<file path="src/rtl/belpd_pkg.sv">
`timescale 1ns / 1ps
`default_nettype none
// ----------------------------------------------------------------------------
// belpd_pkg: shared types and constants of the long-press detector
// Field widths, request and result codes, and the item and result structs.
// ----------------------------------------------------------------------------
package belpd_pkg;

    // Reset button hold counter width
    localparam int HOLD_BITS = 20;

    // Configuration register widths and reset values
    localparam int TPS_W      = 10;
    localparam int LS_W       = 8;
    localparam int CFG_W      = 10;
    localparam int CFG_ADDR_W = 1;
    localparam int LIMIT_W    = LS_W + 1 + TPS_W;
    localparam int CMP_W      = (HOLD_BITS > LIMIT_W) ? HOLD_BITS : LIMIT_W;

    localparam logic [TPS_W-1:0]   TPS_RESET   = TPS_W'(100);
    localparam logic [LS_W-1:0]    LS_RESET    = LS_W'(5);
    localparam logic [LIMIT_W-1:0] LIMIT_RESET = LIMIT_W'((5 + 1) * 100);

    // Bit positions of the buttons in the level vectors
    localparam int B_POWER  = 0;
    localparam int B_SELECT = 1;
    localparam int B_RESET  = 2;

    typedef enum logic [CFG_ADDR_W-1:0] {
        CFG_TPS = 1'd0,
        CFG_LS  = 1'd1
    } cfg_idx_t;

    typedef enum logic [1:0] {
        OP_TICK   = 2'd0,
        OP_POLL   = 2'd1,
        OP_STATUS = 2'd2
    } op_t;

    typedef enum logic [1:0] {
        SEL_POWER  = 2'd0,
        SEL_RESET  = 2'd1,
        SEL_SELECT = 2'd2
    } sel_t;

    typedef enum logic [1:0] {
        BTN_NONE   = 2'd0,
        BTN_POWER  = 2'd1,
        BTN_SELECT = 2'd2,
        BTN_RESET  = 2'd3
    } btn_t;

    typedef enum logic [1:0] {
        KIND_SHORT    = 2'd0,
        KIND_LONG     = 2'd1,
        KIND_PRESSED  = 2'd2,
        KIND_RELEASED = 2'd3
    } kind_t;

    typedef struct packed {
        op_t        op;
        logic       power_level;
        logic       select_level;
        logic       reset_level;
        logic [1:0] status_button;
    } item_t;

    typedef struct packed {
        btn_t  button_id;
        kind_t event_kind;
    } result_t;

    // True for requests that return a result item
    function automatic logic op_has_result(input op_t op);
        logic r;
        begin
            r = (op == OP_POLL) || (op == OP_STATUS);
            return r;
        end
    endfunction

endpackage
`default_nettype wire

</file>
<file path="src/rtl/belpd_in_stage.sv">
`timescale 1ns / 1ps
`default_nettype none
// ----------------------------------------------------------------------------
// belpd_in_stage: input register
// Captures one item from the slave stream and holds it until it advances.
// ----------------------------------------------------------------------------
module belpd_in_stage
(
    input  wire logic                 clk,
    input  wire logic                 rst_n,
    input  wire logic                 s_tvalid,
    output logic                      s_tready,
    input  wire logic [7:0]           s_tdata,
    input  wire logic [1:0]           s_tuser,
    input  wire logic                 advance,
    output belpd_pkg::item_t          item,
    output logic                      item_valid
);

    logic             valid_reg;
    logic             valid_next;
    belpd_pkg::item_t item_reg;

    assign s_tready = !valid_reg || advance;

    always_comb
    begin
        valid_next = valid_reg;
        if (s_tready)
        begin
            valid_next = s_tvalid;
        end
    end

    always_ff @(posedge clk or negedge rst_n)
    begin
        if (!rst_n)
        begin
            valid_reg <= 1'b0;
        end
        else
        begin
            valid_reg <= valid_next;
        end
    end

    // Payload: load on every accepted item
    always_ff @(posedge clk)
    begin
        if (s_tvalid && s_tready)
        begin
            item_reg.op            <= belpd_pkg::op_t'(s_tuser[1:0]);
            item_reg.power_level   <= s_tdata[0];
            item_reg.select_level  <= s_tdata[1];
            item_reg.reset_level   <= s_tdata[2];
            item_reg.status_button <= s_tdata[4:3];
        end
    end

    assign item       = item_reg;
    assign item_valid = valid_reg;

endmodule
`default_nettype wire

</file>
<file path="src/rtl/belpd_core.sv">
`timescale 1ns / 1ps
`default_nettype none
// ----------------------------------------------------------------------------
// belpd_core: button state and request handling
// Edge detection, pending events, reset hold counter and request decode.
// ----------------------------------------------------------------------------
module belpd_core
(
    input  wire logic                                clk,
    input  wire logic                                rst_n,
    input  wire logic                                cfg_we,
    input  wire logic [belpd_pkg::CFG_ADDR_W-1:0]    cfg_addr,
    input  wire logic [belpd_pkg::CFG_W-1:0]         cfg_wdata,
    input  wire belpd_pkg::item_t                    item,
    input  wire logic                                fire,
    output belpd_pkg::result_t                       result
);

    logic [belpd_pkg::TPS_W-1:0]     tps_reg;
    logic [belpd_pkg::LS_W-1:0]      ls_reg;
    logic [belpd_pkg::LIMIT_W-1:0]   limit_reg;
    logic [belpd_pkg::LIMIT_W-1:0]   limit_next;

    logic [2:0]                      last_reg,  last_next;
    logic [2:0]                      press_reg, press_next;
    logic [2:0]                      pend_reg,  pend_next;
    logic [belpd_pkg::HOLD_BITS-1:0] hold_reg,  hold_next;
    logic                            long_reg,  long_next;

    logic [2:0]                      lv;
    logic [2:0]                      falls;
    logic [2:0]                      rises;
    logic [2:0]                      pend_upd;
    logic                            long_upd;
    logic                            live_bit;

    // Threshold is recomputed on each register write, so it is current
    // at the same edge as the registers themselves.
    always_comb
    begin
        limit_next = limit_reg;
        if (cfg_we)
        begin
            case (belpd_pkg::cfg_idx_t'(cfg_addr))
                belpd_pkg::CFG_TPS:
                begin
                    limit_next = (belpd_pkg::LIMIT_W'(ls_reg) + belpd_pkg::LIMIT_W'(1))
                                 * belpd_pkg::LIMIT_W'(cfg_wdata[belpd_pkg::TPS_W-1:0]);
                end
                belpd_pkg::CFG_LS:
                begin
                    limit_next = (belpd_pkg::LIMIT_W'(cfg_wdata[belpd_pkg::LS_W-1:0])
                                  + belpd_pkg::LIMIT_W'(1))
                                 * belpd_pkg::LIMIT_W'(tps_reg);
                end
                default:
                begin
                    limit_next = limit_reg;
                end
            endcase
        end
    end

    always_ff @(posedge clk or negedge rst_n)
    begin
        if (!rst_n)
        begin
            tps_reg   <= belpd_pkg::TPS_RESET;
            ls_reg    <= belpd_pkg::LS_RESET;
            limit_reg <= belpd_pkg::LIMIT_RESET;
        end
        else
        begin
            limit_reg <= limit_next;
            if (cfg_we && (belpd_pkg::cfg_idx_t'(cfg_addr) == belpd_pkg::CFG_TPS))
            begin
                tps_reg <= cfg_wdata[belpd_pkg::TPS_W-1:0];
            end
            if (cfg_we && (belpd_pkg::cfg_idx_t'(cfg_addr) == belpd_pkg::CFG_LS))
            begin
                ls_reg <= cfg_wdata[belpd_pkg::LS_W-1:0];
            end
        end
    end

    // Button state update, then request decode on the updated state
    always_comb
    begin
        lv = {item.reset_level, item.select_level, item.power_level};
        falls = last_reg & ~lv;
        rises = ~last_reg & lv & press_reg;

        hold_next = hold_reg;
        if (falls[belpd_pkg::B_RESET])
        begin
            hold_next = '0;
        end
        else if (press_reg[belpd_pkg::B_RESET] && (hold_reg != '1))
        begin
            hold_next = hold_reg + belpd_pkg::HOLD_BITS'(1);
        end

        long_upd = long_reg;
        if (rises[belpd_pkg::B_RESET])
        begin
            long_upd = (belpd_pkg::CMP_W'(hold_next) >= belpd_pkg::CMP_W'(limit_reg));
        end

        pend_upd   = pend_reg | rises;
        press_next = (press_reg & ~rises) | falls;
        last_next  = lv;
        pend_next  = pend_upd;
        long_next  = long_upd;

        result.button_id  = belpd_pkg::BTN_NONE;
        result.event_kind = belpd_pkg::KIND_SHORT;
        live_bit          = 1'b1;

        case (item.op)
            belpd_pkg::OP_POLL:
            begin
                if (pend_upd[belpd_pkg::B_POWER])
                begin
                    result.button_id = belpd_pkg::BTN_POWER;
                    pend_next[belpd_pkg::B_POWER] = 1'b0;
                end
                else if (pend_upd[belpd_pkg::B_SELECT])
                begin
                    result.button_id = belpd_pkg::BTN_SELECT;
                    pend_next[belpd_pkg::B_SELECT] = 1'b0;
                end
                else if (pend_upd[belpd_pkg::B_RESET])
                begin
                    result.button_id  = belpd_pkg::BTN_RESET;
                    result.event_kind = long_upd ? belpd_pkg::KIND_LONG
                                                 : belpd_pkg::KIND_SHORT;
                    pend_next[belpd_pkg::B_RESET] = 1'b0;
                    long_next = 1'b0;
                end
            end
            belpd_pkg::OP_STATUS:
            begin
                case (belpd_pkg::sel_t'(item.status_button))
                    belpd_pkg::SEL_POWER:
                    begin
                        result.button_id = belpd_pkg::BTN_POWER;
                        live_bit = lv[belpd_pkg::B_POWER];
                    end
                    belpd_pkg::SEL_RESET:
                    begin
                        result.button_id = belpd_pkg::BTN_RESET;
                        live_bit = lv[belpd_pkg::B_RESET];
                    end
                    belpd_pkg::SEL_SELECT:
                    begin
                        result.button_id = belpd_pkg::BTN_SELECT;
                        live_bit = lv[belpd_pkg::B_SELECT];
                    end
                    default:
                    begin
                        result.button_id = belpd_pkg::BTN_NONE;
                        live_bit = 1'b1;
                    end
                endcase
                result.event_kind = live_bit ? belpd_pkg::KIND_RELEASED
                                             : belpd_pkg::KIND_PRESSED;
            end
            default:
            begin
                result.button_id  = belpd_pkg::BTN_NONE;
                result.event_kind = belpd_pkg::KIND_SHORT;
            end
        endcase
    end

    always_ff @(posedge clk or negedge rst_n)
    begin
        if (!rst_n)
        begin
            last_reg  <= 3'b111;
            press_reg <= '0;
            pend_reg  <= '0;
            hold_reg  <= '0;
            long_reg  <= 1'b0;
        end
        else if (fire)
        begin
            last_reg  <= last_next;
            press_reg <= press_next;
            pend_reg  <= pend_next;
            hold_reg  <= hold_next;
            long_reg  <= long_next;
        end
    end

endmodule
`default_nettype wire

</file>
<file path="src/rtl/belpd_out_stage.sv">
`timescale 1ns / 1ps
`default_nettype none
// ----------------------------------------------------------------------------
// belpd_out_stage: result register
// Holds one result item on the master stream until it is taken.
// ----------------------------------------------------------------------------
module belpd_out_stage
(
    input  wire logic                 clk,
    input  wire logic                 rst_n,
    input  wire logic                 load,
    input  wire belpd_pkg::result_t   result,
    output logic                      free,
    output logic                      m_tvalid,
    input  wire logic                 m_tready,
    output logic [7:0]                m_tdata
);

    logic               valid_reg;
    logic               valid_next;
    belpd_pkg::result_t result_reg;

    assign free = !valid_reg || m_tready;

    always_comb
    begin
        valid_next = valid_reg;
        if (load)
        begin
            valid_next = 1'b1;
        end
        else if (m_tready)
        begin
            valid_next = 1'b0;
        end
    end

    always_ff @(posedge clk or negedge rst_n)
    begin
        if (!rst_n)
        begin
            valid_reg <= 1'b0;
        end
        else
        begin
            valid_reg <= valid_next;
        end
    end

    always_ff @(posedge clk)
    begin
        if (load)
        begin
            result_reg <= result;
        end
    end

    assign m_tvalid = valid_reg;
    assign m_tdata  = {4'b0000, result_reg.event_kind, result_reg.button_id};

endmodule
`default_nettype wire

</file>
<file path="src/rtl/button_event_long_press_detector.sv">
`timescale 1ns / 1ps
`default_nettype none
// ----------------------------------------------------------------------------
// button_event_long_press_detector: button event and long-press detector
// Tracks presses and releases of three active-low buttons per time tick,
// latches pending events, times the reset button and answers host requests.
// ----------------------------------------------------------------------------
// The block takes one item per clock cycle unless the item's result would
// overwrite a stalled one; an accepted item is held in the input register,
// and the state update and request decode sit between it and the result
// register, which presents the result on the master side.
// Tick-only items (request code 0, and the unused code 3) update the state
// and produce no result; poll and status requests produce exactly one. The
// input keeps flowing while a finished result waits on the master side;
// only a result that would overwrite a stalled one holds the input back.
// The long-press threshold (long_seconds+1)*ticks_per_second is computed
// once on each register write and kept in a register, so the per-item path
// is only a hold counter increment and one compare. Write configuration
// only while the block is idle.
// ----------------------------------------------------------------------------
module button_event_long_press_detector
(
    input  wire logic                              clk,
    input  wire logic                              rst_n,

    // Configuration: index 0 ticks_per_second, index 1 long_seconds
    input  wire logic                              cfg_we,
    input  wire logic [belpd_pkg::CFG_ADDR_W-1:0]  cfg_addr,
    input  wire logic [belpd_pkg::CFG_W-1:0]       cfg_wdata,

    // Tick items in
    input  wire logic                              s_tvalid,
    output logic                                   s_tready,
    // [0] power_level, [1] select_level, [2] reset_level,
    // [4:3] status_button, [7:5] zero
    input  wire logic [7:0]                        s_tdata,
    // [1:0] op
    input  wire logic [1:0]                        s_tuser,

    // Result items out
    output logic                                   m_tvalid,
    input  wire logic                              m_tready,
    // [1:0] button_id, [3:2] event_kind, [7:4] zero
    output logic [7:0]                             m_tdata
);

    belpd_pkg::item_t   item;
    logic               item_valid;
    belpd_pkg::result_t result;
    logic               out_free;
    logic               needs_out;
    logic               advance;

    // Advance the held item when its result, if any, has room downstream
    assign needs_out = belpd_pkg::op_has_result(item.op);
    assign advance   = item_valid && (!needs_out || out_free);

    belpd_in_stage u_in
    (
        .clk        (clk),
        .rst_n      (rst_n),
        .s_tvalid   (s_tvalid),
        .s_tready   (s_tready),
        .s_tdata    (s_tdata),
        .s_tuser    (s_tuser),
        .advance    (advance),
        .item       (item),
        .item_valid (item_valid)
    );

    // State is committed only on advance, so a stalled item is replayed
    // against unchanged state
    belpd_core u_core
    (
        .clk       (clk),
        .rst_n     (rst_n),
        .cfg_we    (cfg_we),
        .cfg_addr  (cfg_addr),
        .cfg_wdata (cfg_wdata),
        .item      (item),
        .fire      (advance),
        .result    (result)
    );

    belpd_out_stage u_out
    (
        .clk      (clk),
        .rst_n    (rst_n),
        .load     (advance && needs_out),
        .result   (result),
        .free     (out_free),
        .m_tvalid (m_tvalid),
        .m_tready (m_tready),
        .m_tdata  (m_tdata)
    );

endmodule
`default_nettype wire

</file>
<file path="config.mk">
export PLATFORM = sky130hd
export DESIGN_NAME = button_event_long_press_detector
export DESIGN_NICKNAME = d
export VERILOG_FILES = /design/src/rtl/belpd_pkg.sv /design/src/rtl/belpd_in_stage.sv /design/src/rtl/belpd_core.sv /design/src/rtl/belpd_out_stage.sv /design/src/rtl/button_event_long_press_detector.sv
export SDC_FILE = /design/constraint.sdc
export NUM_CORES = 1
export LEC_CHECK = 0
export ABC_AREA = 1
export BUFFER_PORTS_ARGS = -buffer_cell sky130_fd_sc_hd__buf_2
export CAP_MARGIN = 10
export CORE_ASPECT_RATIO = 2
export CORE_MARGIN = 2
export CORE_UTILIZATION = 32
export DETAILED_ROUTE_END_ITERATION = 16
export GPL_ROUTABILITY_DRIVEN = 0
export PLACE_DENSITY = 0.52
export SETUP_SLACK_MARGIN = 0.1
export SYNTH_ARGS = -nofsm -noshare
export SYNTH_HDL_FRONTEND = slang
export SYNTH_SLANG_ARGS = --single-unit
</file>
<file path="constraint.sdc">
create_clock -name clk -period 10.3 [get_ports clk]
set_clock_uncertainty 0.1 [all_clocks]
set_input_delay 1.03 -clock clk [delete_from_list [all_inputs] [get_ports clk]]
set_output_delay 1.03 -clock clk [all_outputs]
set_load 0.01 [all_outputs]
</file>
# After elaboration in Yosys (flattened, before gate mapping)
# Cells that the tools add are included.
# word_totals
reg_bits	80
word_cells	77
inputBits	26
out_inout_bits	10
# classes
n_bitwise	10
add_sub_neg	3
n_eq_ne	5
multipliers	2
n_lt_le_gt_ge	1
reduce_logical	15
n_mux	24
# ops
cell	n
20-bit 2-to-1 mux	2
19-bit by 10-bit multiplier with 19-bit output	2
19-bit case mux with 2 select lines	1
20-bit by 1-bit adder with 20-bit output, second input constant	1
20-bit by 19-bit greater-or-equal comparator with 1-bit output	1
20-bit inequality test, second input constant	1
8-bit by 1-bit adder with 9-bit output, second input constant	2
3-bit bitwise AND	4
1-bit 2-to-1 mux	11
2-bit 2-to-1 mux	5
3-bit inverter	3
4-bit case mux with 2 select lines	1
1-bit logical AND	6
3-bit OR	2
2-bit case mux with 3 select lines	1
2-bit by 1-bit == test with 1-bit output, second input constant	2
2-bit == test, second input constant	2
1-bit logical OR	4
4-bit 2-to-1 mux	1
1-bit zero test	3
3-bit 2-to-1 mux	1
1-bit case mux with 3 select lines	1
2-bit zero test	1
2-bit nonzero test	1
1-bit inverter	1

# Longest topological paths before layout
# Gate-level depths: netlist (run 1).
# logic_depth
ltp_word	11
ltp_mapped	29
ltp_nobuf	28

# Hierarchy
# A second synthesis (run 1) with hierarchy kept.
# unflattened
hier_cells	1290
area_unflattened_um2	10109.7
# modules_own_cells
module	seq_area_each_um2	n_inst	cells_per_inst	area_each_um2
belpd_core	1691.6	1	1253	9606.7
belpd_in_stage	235.2	1	13	255.2
belpd_out_stage	145.1	1	14	198.9
button_event_long_press_detector	0.0	1	10	48.8

# Worst setup path after synthesis (run 1)
# OpenSTA, ideal clock, no wires.
# synth_path
path_type	input-to-reg
startpoint	in cfg_wdata[2] in the netlist's numbering
endpoint	reg u_core.limit_reg[13] in the netlist's numbering
setup_slack_ns	4.328
required_time_ns	10.118
setup_ns	0.082
arrival_ns	5.790
path_stages	25
path_buffers	1
cell_sequence	buf_2 -> inv_2 -> nor3_2 -> nand3_1 -> nor3_2 -> xor2_2 -> inv_2 -> nand2_1 -> fa_1 -> fa_1 -> inv_1 -> fa_1 -> inv_1 -> fa_1 -> inv_1 -> ha_1 -> a21oi_1 -> a21boi_0 -> o21ai_0 -> nand2_1 -> nand2_1 -> o21ai_0 -> xnor2_1 -> nand2_1 -> a31oi_1
# synth_between
elab_chain_cells	3
elab_cells_between_ends	4
cone_classes	1 x add/sub; 2 x mul; 1 x mux
# synth_rtl
element	line	rtl
start, declared	button_event_long_press_detector.sv:29	input wire logic [belpd_pkg::CFG_W-1:0] cfg_wdata,
8-bit by 1-bit adder with 9-bit output	belpd_core.sv:53	+ belpd_pkg::LIMIT_W'(1))
19-bit by 10-bit multiplier with 19-bit output	belpd_core.sv:54	* belpd_pkg::LIMIT_W'(tps_reg);
19-bit case mux with 2 select lines *	belpd_core.sv:44	case (belpd_pkg::cfg_idx_t'(cfg_addr))
end signal, assigned	belpd_core.sv:70	limit_reg <= belpd_pkg::LIMIT_RESET;
end signal, assigned	belpd_core.sv:74	limit_reg <= limit_next;
end, declared	belpd_core.sv:21	logic [belpd_pkg::LIMIT_W-1:0] limit_reg;
# Every way passes the cells marked *; elsewhere a longest branch is shown, timed or not.
# A chain may end at the register's enable or synchronous reset.

# Final worst setup path (run 1)
# layout_path
startpoint	in cfg_wdata[0] in the netlist's numbering
endpoint	reg u_core.limit_reg[18] in the netlist's numbering
# The elaborated chain is that of the path after synthesis.

==> results.md, run 1 <==
- Finished Layout Cells: around 1800
- Main combinational cell family by area after synthesis: adder cells
- Synth Instances: ~1300
- Avg Cell Area, Syn: approximately 7.8 µm²
- RSZ-0062 raised after global routing: false
- Crit path launch type: input pin
- Clock Tree Buf Depth: 2
- IO Pins: 36
- Via count: around 8300
- Post-CTS sizing: 0
- Least-Margin Pin Slew: 1.12 ns
- Hold Crit Class: reg -> reg
- H-tree levels: 3
- Area contributors post-synth: fa_1 (22%), dfrtp_1 (14%), ha_1 (13%)
- Prevailing post-synth register cell: dfrtp_1
- Initial Utilization: around 32%
- Cell area after synthesis: approximately 10000 µm²
- Final instance area: around 11000 µm²
- Number of fillers in the final layout: 3381
- Initial antenna violation count: 0
- Post-layout net count: 1579
- Clock Tree Root: clkbuf_16
- Crit path kind: in -> reg
- PD cells: around 220 nW/µm²
- Fmax: 144 MHz
- Multiplexer share of the synthesized area: 0%
- Largest net degree at the start of global routing: 70
- Largest register FFs: 20
- Lkg Pwr: 5.77 nW
- Final Worst Setup Slack: 3.38 ns
- Drt first pass iters: 4
- DR iter-0 viols: ~420
- Core Box Area: ~31000 µm²
- Die X: 130 µm
- Number of buffers created by CTS: 9
- DP Wirelength: about 23000 µm
- DP Worst Slack: about 3 ns
- Final Max Slew Viols: 0
- Worst-path clk slew: 0.07 ns
- Die Footprint: about 33000 µm²
- WL/cell: about 16 µm
- Synth area leader: fa_1
- Part of the cycle the worst path needs: slightly below 70%
- Syn. warnings: 0
- Clk_lat worst skew: between 0.3 and 0.4 ns
- DRC viols: 0
- Post-Synth Adder-Cell Area: 35.5%
- Hold_buf cts: 0
- Crit end category: flop
- Final Hold Violating Endpoints: 0
- WHS: between 0.3 and 0.4 ns
- Post-placement cell area: between 10000 and 15000 µm²
- Clock net sink count: 80
- WP data required: about 10 ns
- Async SR Flop Fraction: a little under nine tenths
- Vias/cell: approximately 4.7
- Yosys reg bits: 80
- Endpoints failing setup: 0
- Routed wire length: 27800 µm
- CTS tree: done
- # Post-CTS Setup Buffers: 0
- Number of inserted diodes: 0
- WP data arrival: about 7.0 ns
- Share of layout cells above drive strength 1: 7.85%
- Setup TNS: 0 ns
- Final ANT Viol Nets: 0
- GRT Util Overall: 18.0%
- Final Critical Period: between 6 and 7 ns
- Site Rows: 92
- Most common cell in the netlist: inv_1
- Rel. slew slack: roughly a quarter
- Post-synthesis xor/xnor area fraction: around 2.3%
- First-pass GRT wire length: roughly 46000 µm
- PortBufs: 28
- Worst ir drop on vdd: 0.0959 mV
- Vias in the first global route: 9094
- EDFF count, synth: 11
- Cell count after placement: 1744
- Max_cap viols: 0
- Status: finished, final reports clean
- Synth cell count leaders: inv_1 (272), nand2_1 (243), nor2_1 (162), fa_1 (114), ha_1 (107)
- Synth Area in Simple Gates: approximately a fifth
- Complex-gate fraction of the synthesized area: 9.46%
- Syn-to-layout area delta: 8.81%
- Grt total ovfl: 0
- Die Ht: around 260 µm
- Distinct cells, synth: 47
- Yosys top cell area share: about 22%
- Max FO, Critical Path: 14
- Seq/Total Area, Yosys: approximately a fifth
## critical path: stages
cell	delay [ns]
buf_2	0.22
inv_1	0.37
nor3_2	0.27
nand3_1	0.16
xor2_1	0.73
nor2_1	0.15
fa_1	0.60
fa_1	0.44
fa_1	0.55
inv_1	0.05
fa_1	0.52
inv_1	0.04
ha_1	0.36
a21oi_1	0.22
o21ai_0	0.15
nand3_1	0.09
nand3_1	0.09
nand2_1	0.10
nand2_1	0.05
nand2_1	0.05
nand2_1	0.06
o21ai_0	0.56
a31oi_1	0.15
## worst paths after layout
check / from / endpoint / slack, ns / cells past startpoint
min in group asynchronous: rst_n / u_core.tps_reg[3]$_DFFE_PN0P_ / 0.71 / 1
max in group asynchronous: rst_n / u_core.long_reg$_DFFE_PN0P_ / 8.68 / 1
worst max register to register: u_core.ls_reg[0]$_DFFE_PN1P_ / u_core.limit_reg[18]$_DFFE_PN0P_ / 4.18 / 23
worst max-delay path: cfg_wdata[0] / u_core.limit_reg[18]$_DFFE_PN0P_ / 3.38 / 23
worst min-delay path: u_core.long_reg$_DFFE_PN0P_ / u_core.long_reg$_DFFE_PN0P_ / 0.37 / 2
worst min register to register: u_core.long_reg$_DFFE_PN0P_ / u_core.long_reg$_DFFE_PN0P_ / 0.37 / 2
## routing by layer
| layer | up-vias | track usage (%) | share of wire [%] |
|---|---|---|---|
| li1 | 4099 | - | - |
| met1 | 4009 | 18.2 | 36 |
| met2 | 136 | 33.7 | 55 |
| met3 | 69 | 2.23 | 2.2 |
| met4 | 0 | 11.4 | 6.3 |
| met5 | - | 0 | 0 |
## through the flow
stage	power, mW	utilization, %
after detailed placement	2.13	34.3
after global routing	2.77	35.3
after global placement	2.12	34.3
after CTS	2.51	35.3
after floorplan	1.67	-
final	2.47	35.3
## where the power goes
group	total, mW	leakage [nW]	switching (mW)	internal (mW)
sequential	0.439	0.957	0.0449	0.394
combinational	1.68	4.66	1.08	0.601
clock	0.353	0.156	0.154	0.199
total	2.47	5.77	1.27	1.19
## placed cells by master (no fill, tap or decap), types with 3 or more instances in the layout
cell type / n
o21ai_0: 67
nand3_1: 36
nand3_2: 3
nand4_1: 9
dfstp_2: 12
ha_1: 107
a21oi_1: 56
a21oi_2: 7
conb_1: 4
clkinv_1: 7
nor3_2: 4
o21a_1: 5
o211ai_1: 5
buf_4: 4
fa_1: 114
nor2_1: 162
inv_1: 272
buf_2: 27
xnor2_1: 8
nand2_1: 243
nor3_1: 9
a31oi_1: 13
nand3b_1: 3
edfxtp_1: 11
nor2_2: 6
nand2_2: 4
inv_6: 3
clkbuf_16: 9
or2_2: 9
o21ai_1: 8
nor4_1: 5
dfrtp_1: 57
inv_2: 9
xor2_1: 15
## cells by family (layout without fill, tap and decap cells)
family          count (synthesis)  after routing
simple gates                  499            499
buf+inv                       313            335
fa+ha+maj                     221            221
compound gates                173            173
flops                          80             80
xor+xnor                       25             25
other cells                     1              4
## layout make-up
class | instances | area, µm² | area share [%]
multi-input cells | 922 | 6940 | 62.5
repair buffers | 31 | 165 | 1.49
well taps | 423 | 529 | 4.77
inverters | 288 | 1080 | 9.74
flip-flops and latches | 80 | 2070 | 18.7
clock buffers | 10 | 239 | 2.15
clock inverters | 6 | 72.6 | 0.654
Power figures use the tool's default switching activity.
==> inputs of run 2 (changes only) <==
- clock period: 10.3 -> 6.8 ns (I/O delays scaled with it)
==> run 2 against run 1 <==
Combinational power increased by 52%; register-to-register slack got worse by 3.4 ns; first-iteration DRC count decreased by 32%; critical path depth grew 1; design area increased by 1.0%; largest cell class unchanged; die area unchanged; critical endpoint unchanged; non-clock buffer count is 15 higher; sequential power grew 51%.
==> results.md, run 2 (synthesis results as in run 1) <==
- Crit path launch type: flop
- Commonest cells after routing, fill and taps aside: inv_1 (272), nand2_1 (243), nor2_1 (162)
- Largest net degree at the start of global routing: 61 (-13%)
- Die X: 130 µm (unchanged)
- Final Hold Violating Endpoints: 0 (unchanged)
- Commonest non-fill, non-tap cell in the layout: inv_1
- WP data required: 6.93 ns (-3.48 ns)
- Worst path top cell family by delay: adder cells
- Max FO, Critical Path: 5 (-9)
- Hold Crit Class: in -> async
- GRT Util Overall: 18.0% (-0.023 points)
- Vias/cell: 4.68 (-1.0%)
- Final Max Slew Viols: 0 (unchanged)
- Via count: 8299 (-0.17%)
- Status: finished, final reports clean
- Number of buffers created by CTS: 9 (unchanged)
- Post-CTS sizing: 0 (unchanged)
- RSZ-0062 raised after global routing: false
- Worst path slowest cell: dfstp_2
- Largest register FFs: 20 (unchanged)
- Design Power: 3.76 mW (+52%)
- Routed wire length: 28000 µm (+0.84%)
- CP most frequent cell: nand2_1
- Setup TNS: 0 ns (unchanged)
- Final Critical Period: 6.00 ns
- First-pass GRT wire length: 45600 µm (-0.93%)
- # Post-CTS Setup Buffers: 0 (unchanged)
- Hold_buf cts: 0 (unchanged)
- Grt total ovfl: 0 (unchanged)
- Share of layout cells above drive strength 1: 8.88% (+1.0 points)
- Fmax: between 150 and 200 MHz
- Worst ir drop on vdd: 0.147 mV (+53%)
- Clk_lat worst skew: 0.37 ns (about the same)
- Vias in the first global route: 8975 (-1.3%)
- Worst-path clk slew: 0.08 ns (about the same)
- WP data arrival: 6.13 ns (-0.90 ns)
- Crit-path cells: nand3_1 -> nand3b_1 -> nor3b_1 -> xor2_1 -> buf_4 -> nor2_1 -> fa_1 -> fa_1 -> fa_1 -> inv_1 -> fa_1 -> inv_1 -> ha_1 -> a21oi_1 -> o21ai_0 -> nand3_1 -> nand3_1 -> nand2_1 -> nand2_1 -> nand2_1 -> nand2_1 -> or2_2 -> nand2_1 -> a31oi_1
- Crit path buf inv count: 3 (-1)
- R2r startpoint: u_core.ls_reg[0]$_DFFE_PN1P_
- PD cells: 336 nW/µm² (+51%)
- Initial antenna violation count: 0 (unchanged)
- Endpoints failing setup: 0 (unchanged)
- Post-layout net count: 1594 (+0.95%)
- CTS tree: done
- H-tree levels: 3 (unchanged)
- Site Rows: 92 (unchanged)
- IO Pins: 36 (unchanged)
- Max stage delay on crit path: 0.60 ns (-0.13 ns)
- Internal reg-to-reg setup slack: 0.80 ns (-3.38 ns)
- WHS: 0.0464 ns (-0.327 ns)
- Post-placement cell area: 10900 µm² (+1.0%)
- Crit path kind: reg -> reg
- DR iter-0 viols: 289 (-32%)
- PortBufs: 28 (unchanged)
- Syn-to-layout area delta: 9.90%
- Least-Margin Pin Slew: 1.03 ns (-0.0855 ns)
- Worst reg-to-reg path cell count: 24 (+4.3%)
- Reg2reg end: u_core.limit_reg[18]$_DFFE_PN0P_
- Final instance area: 11200 µm² (+1.0%)
- Number of inserted diodes: 0 (unchanged)
- Clock Tree Buf Depth: 2 (unchanged)
- Final ANT Viol Nets: 0 (unchanged)
- Drt first pass iters: 4 (unchanged)
- Crit end category: flop
- Initial Utilization: 32.4% (unchanged)
- Rel. slew slack: 30.7% (+5.8 points)
- Die Footprint: 33400 µm² (unchanged)
- Clock net sink count: 80 (unchanged)
- Die Ht: 256 µm (unchanged)
- DRC viols: 0 (unchanged)
- Max_cap viols: 0 (unchanged)
- WL/cell: 15.8 µm (about the same)
- Part of the cycle the worst path needs: 88.3%
- Lkg Pwr: 5.83 nW (+1.1%)
- DP Wirelength: 23400 µm (+2.0%)
- Clock Tree Root: clkbuf_16
- Core Box Area: 31400 µm² (unchanged)
-- run 2: cell count changes in the layout (fill, tap and decap cells not counted) --
cell,before,now
clkbuf_8,1,0
inv_8,1,2
clkinvlp_4,0,2
buf_4,4,19
clkinv_2,1,0
inv_6,3,2
-- run 2: cell type report --
type,count,area (µm²)
clock inverter,7,85.1
timing repair buffer,46,278
inverter,288,1080
sequential,80,2070
clock buffer,9,225
tap,423,529
fill,3356,20200
multi-input combinational,922,6940
-- run 2: worst max path at each step --
stage                                       startpoint                                to  slack [ns]  cells past startpoint
after CTS                 u_core.ls_reg[0]$_DFFE_PN1P_  u_core.limit_reg[18]$_DFFE_PN0P_        0.75                     24
after floorplan                           cfg_wdata[2]  u_core.limit_reg[13]$_DFFE_PN0P_        1.18                     25
final                     u_core.ls_reg[0]$_DFFE_PN1P_  u_core.limit_reg[18]$_DFFE_PN0P_        0.80                     24
after global routing                      cfg_wdata[0]  u_core.limit_reg[18]$_DFFE_PN0P_        0.39                     29
after global placement                    cfg_wdata[0]  u_core.limit_reg[18]$_DFFE_PN0P_        0.57                     29
after detailed placement                  cfg_wdata[0]  u_core.limit_reg[18]$_DFFE_PN0P_        0.55                     29
-- run 2: layer usage --
layer	up-vias	GRT usage, %	share of wire [%]
met5	-	0	0
met4	0	8.99	5.1
met3	64	1.96	1.8
met2	130	35.5	57
met1	3980	17.8	36
li1	4125	-	-
-- run 2: power by group --
| group | leakage [nW] | switching (mW) | internal [mW] |
|---|---|---|---|
| clock | 0.146 | 0.244 | 0.293 |
| sequential | 0.957 | 0.0649 | 0.597 |
| combinational | 4.73 | 1.64 | 0.922 |
| total | 5.83 | 1.95 | 1.81 |
-- run 2: through the flow --
step | util (%) | std cells | worst slack [ns]
after CTS | 35.7 | 1775 | 0.746
final | 35.7 | 1775 | 0.798
after floorplan | - | 1315 | 1.18
after detailed placement | 34.7 | 1759 | 0.554
after global routing | 35.7 | 1775 | 0.392
after global placement | 34.7 | 1759 | 0.570
==> inputs of run 3 (changes only) <==
- PLACE_DENSITY: 0.52 -> 0.54
==> run 3 against run 2 <==
Wire length fell by 1.8%; critical path type unchanged; combinational power barely moved; sequential power barely moved; global-route usage fell by 0.38 points; highest routed layer unchanged; utilization barely moved; first-iteration DRC count rose by 11%; count of clock-buffer cells in the layout did not move; register-to-register slack improved by 0.03 ns; setup slack improved by 0.029 ns; total power fell by 0.56%.
==> results.md, run 3 (synthesis results as in run 1) <==
- Vias in the first global route: 9045 (+0.78%)
- Number of inserted diodes: 0 (unchanged)
- Core Box Area: 31400 µm² (unchanged)
- GRT Util Overall: 17.6% (-0.38 points)
- Drt first pass iters: 6 (+2)
- Die X: 130 µm (unchanged)
- Clock Tree Root: clkbuf_16
- Routed wire length: 27500 µm (-1.8%)
- Max stage delay on crit path: 0.60 ns (about the same)
- Comb power frac: 68.0% (about the same)
- RSZ-0062 raised after global routing: false
- Site Rows: 92 (unchanged)
- Core Util, Final: 35.7% (about the same)
- Number of buffers created by CTS: 9 (unchanged)
- Fmax: 167 MHz (+0.48%)
- IO Pins: 36 (unchanged)
- Max_cap viols: 0 (unchanged)
- Met3 usage: 1.86% (-0.10 points)
- First-pass GRT wire length: 45000 µm (-1.4%)
- Clk_lat worst skew: 0.36 ns (about the same)
- Switching share of power: 51.6% (-0.19 points)
- CTS tree: done
- Largest net degree at the start of global routing: 70 (+15%)
- Final Critical Period: 5.97 ns (-0.0287 ns)
- CP most frequent cell: nand2_1
- Initial Utilization: 32.4% (unchanged)
- DP Wirelength: 23100 µm (-1.7%)
- Hold Crit Class: in -> async
- Lkg Pwr: 5.84 nW (+0.14%)
- Least-Margin Pin Slew: 1.00 ns (-0.0327 ns)
- Status: finished, final reports clean
- Syn-to-layout area delta: 9.99% (about the same)
- Crit end category: flop
- Die Ht: 256 µm (unchanged)
- Worst-path clk slew: 0.07 ns (about the same)
- Hold_buf cts: 0 (unchanged)
- Worst path slowest cell: dfstp_2
- Setup TNS: 0 ns (unchanged)
- Most Used Layer, Global Route: met2
- Vias/cell: 4.71 (+0.80%)
- WL/cell: 15.5 µm (-1.9%)
- Commonest non-fill, non-tap cell in the layout: inv_1
- Clock Tree Buf Depth: 2 (unchanged)
- Max FO, Critical Path: 5 (unchanged)
- DR iter-0 viols: 322 (+11%)
- Clock net sink count: 80 (unchanged)
- DRC viols: 0 (unchanged)
- Die Footprint: 33400 µm² (unchanged)
- Share of power burned in registers: 17.7% (about the same)
- Post-CTS sizing: 0 (unchanged)
- Internal reg-to-reg setup slack: 0.83 ns (+0.03 ns)
- Sw power: 1.93 mW (-0.93%)
- WP data arrival: 6.10 ns (-0.03 ns)
- Met2 Usage GRT: 34.2% (-1.3 points)
- Commonest cells after routing, fill and taps aside: inv_1 (272), nand2_1 (243), nor2_1 (162)
- Global-route met1 utilization: 17.2% (-0.58 points)
- Internal Power: 1.81 mW (-0.16%)
- H-tree levels: 3 (unchanged)
- Post-layout net count: 1595 (+0.063%)
- Via count: 8370 (+0.86%)
- Largest register FFs: 20 (unchanged)
- # Post-CTS Setup Buffers: 0 (unchanged)
- Worst ir drop on vdd: 0.149 mV (+1.5%)
- Final ANT Viol Nets: 0 (unchanged)
- Finished Layout Cells: 1776 (+0.056%)
- Cell count after placement: 1760 (+0.057%)
- Number of fillers in the final layout: 3357 (+0.030%)
- Part of the cycle the worst path needs: 87.8% (-0.42 points)
- Crit path kind: reg -> reg
- Final Max Slew Viols: 0 (unchanged)
- Crit path launch type: flop
- Grt total ovfl: 0 (unchanged)
- WP data required: 6.93 ns (about the same)
- Rel. slew slack: 33.3% (+2.6 points)
- Clock power share: 14.3% (about the same)
- PortBufs: 28 (unchanged)
- Storage cell area: 2070 µm² (unchanged)
- PD cells: 334 nW/µm² (-0.64%)
- Share of layout cells above drive strength 1: 8.94% (+0.067 points)
- Endpoints failing setup: 0 (unchanged)
- Initial antenna violation count: 0 (unchanged)
- Crit-path cells: nand3_1 -> nand3b_1 -> nor3b_1 -> xor2_1 -> buf_4 -> nor2_1 -> fa_1 -> fa_1 -> fa_1 -> inv_1 -> fa_1 -> inv_1 -> ha_1 -> a21oi_1 -> o21ai_0 -> nand3_1 -> nand3_1 -> nand2_1 -> nand2_1 -> nand2_1 -> nand2_1 -> or2_2 -> nand2_1 -> a31oi_1
- Final Hold Violating Endpoints: 0 (unchanged)
- Multi-input gate area: 6940 µm² (unchanged)
==> run 3: cell count changes in the layout (fill, tap and decap cells not counted), sizes merged <==
cell      before  now
buf           46   47
inv          285  284
clkinvlp       2    1
clkinv         7    9
==> run 3: worst paths after layout <==
path                                                    end  cells past startpoint                         start
hold / removal                u_core.tps_reg[4]$_DFFE_PN0P_                      1                         rst_n
max in group asynchronous   u_core.hold_reg[17]$_DFFE_PN0P_                      1                         rst_n
hold reg to reg                 u_core.long_reg$_DFFE_PN0P_                      2   u_core.long_reg$_DFFE_PN0P_
setup / recovery           u_core.limit_reg[18]$_DFFE_PN0P_                     24  u_core.ls_reg[0]$_DFFE_PN1P_
setup reg to reg           u_core.limit_reg[18]$_DFFE_PN0P_                     24  u_core.ls_reg[0]$_DFFE_PN1P_
min in group clk                u_core.long_reg$_DFFE_PN0P_                      2   u_core.long_reg$_DFFE_PN0P_
==> run 3: per-stage QoR <==
step | area (µm²) | worst slack, ns | power [mW] | hold WS, ns
2_1_floorplan | 10200 | 1.18 | 2.52 | 0.284
3_3_place_gp | 10900 | 0.595 | 3.21 | 0.355
3_5_place_dp | 10900 | 0.557 | 3.23 | 0.373
4_1_cts | 11200 | 0.755 | 3.79 | 0.364
5_1_grt | 11200 | 0.394 | 4.22 | 0.371
6_report | 11200 | 0.827 | 3.74 | 0.321
==> run 3: final cells by class <==
| type | count | area share, % |
|---|---|---|
| multi-input combinational | 922 | 61.8 |
| sequential | 80 | 18.5 |
| inverter | 288 | 9.64 |
| tap | 423 | 4.72 |
| timing repair buffer | 47 | 2.54 |
| clock buffer | 9 | 2.01 |
| clock inverter | 7 | 0.770 |
==> run 3: worst max-delay path, delay by kind of cell, from the launching register on <==
kind                       cells  cell delay (ns)
AOI/OAI and AO/OA              3             0.37
buffers and inverters          3             0.34
xor gates and xnor gates       1             0.47
and+or+nand+nor               12             1.45
DFF                            1             0.60
adders and majority gates      5             2.49
==> run 3: power groups by stage <==
stage               combinational [mW]  clock [mW]  sequential [mW]
global route                      2.98       0.563            0.676
detailed placement                2.56           0            0.673
CTS                               2.58       0.549            0.664
finish                            2.55       0.533            0.663
global placement                  2.54           0            0.669
floorplan                         1.87           0            0.654
==> run 3: routing by layer <==
metal  up-vias  share of wire, %
met4         0               5.8
met5         -                 0
met3        56               2.0
met1      4044                35
met2       142                57
li1       4128                 -
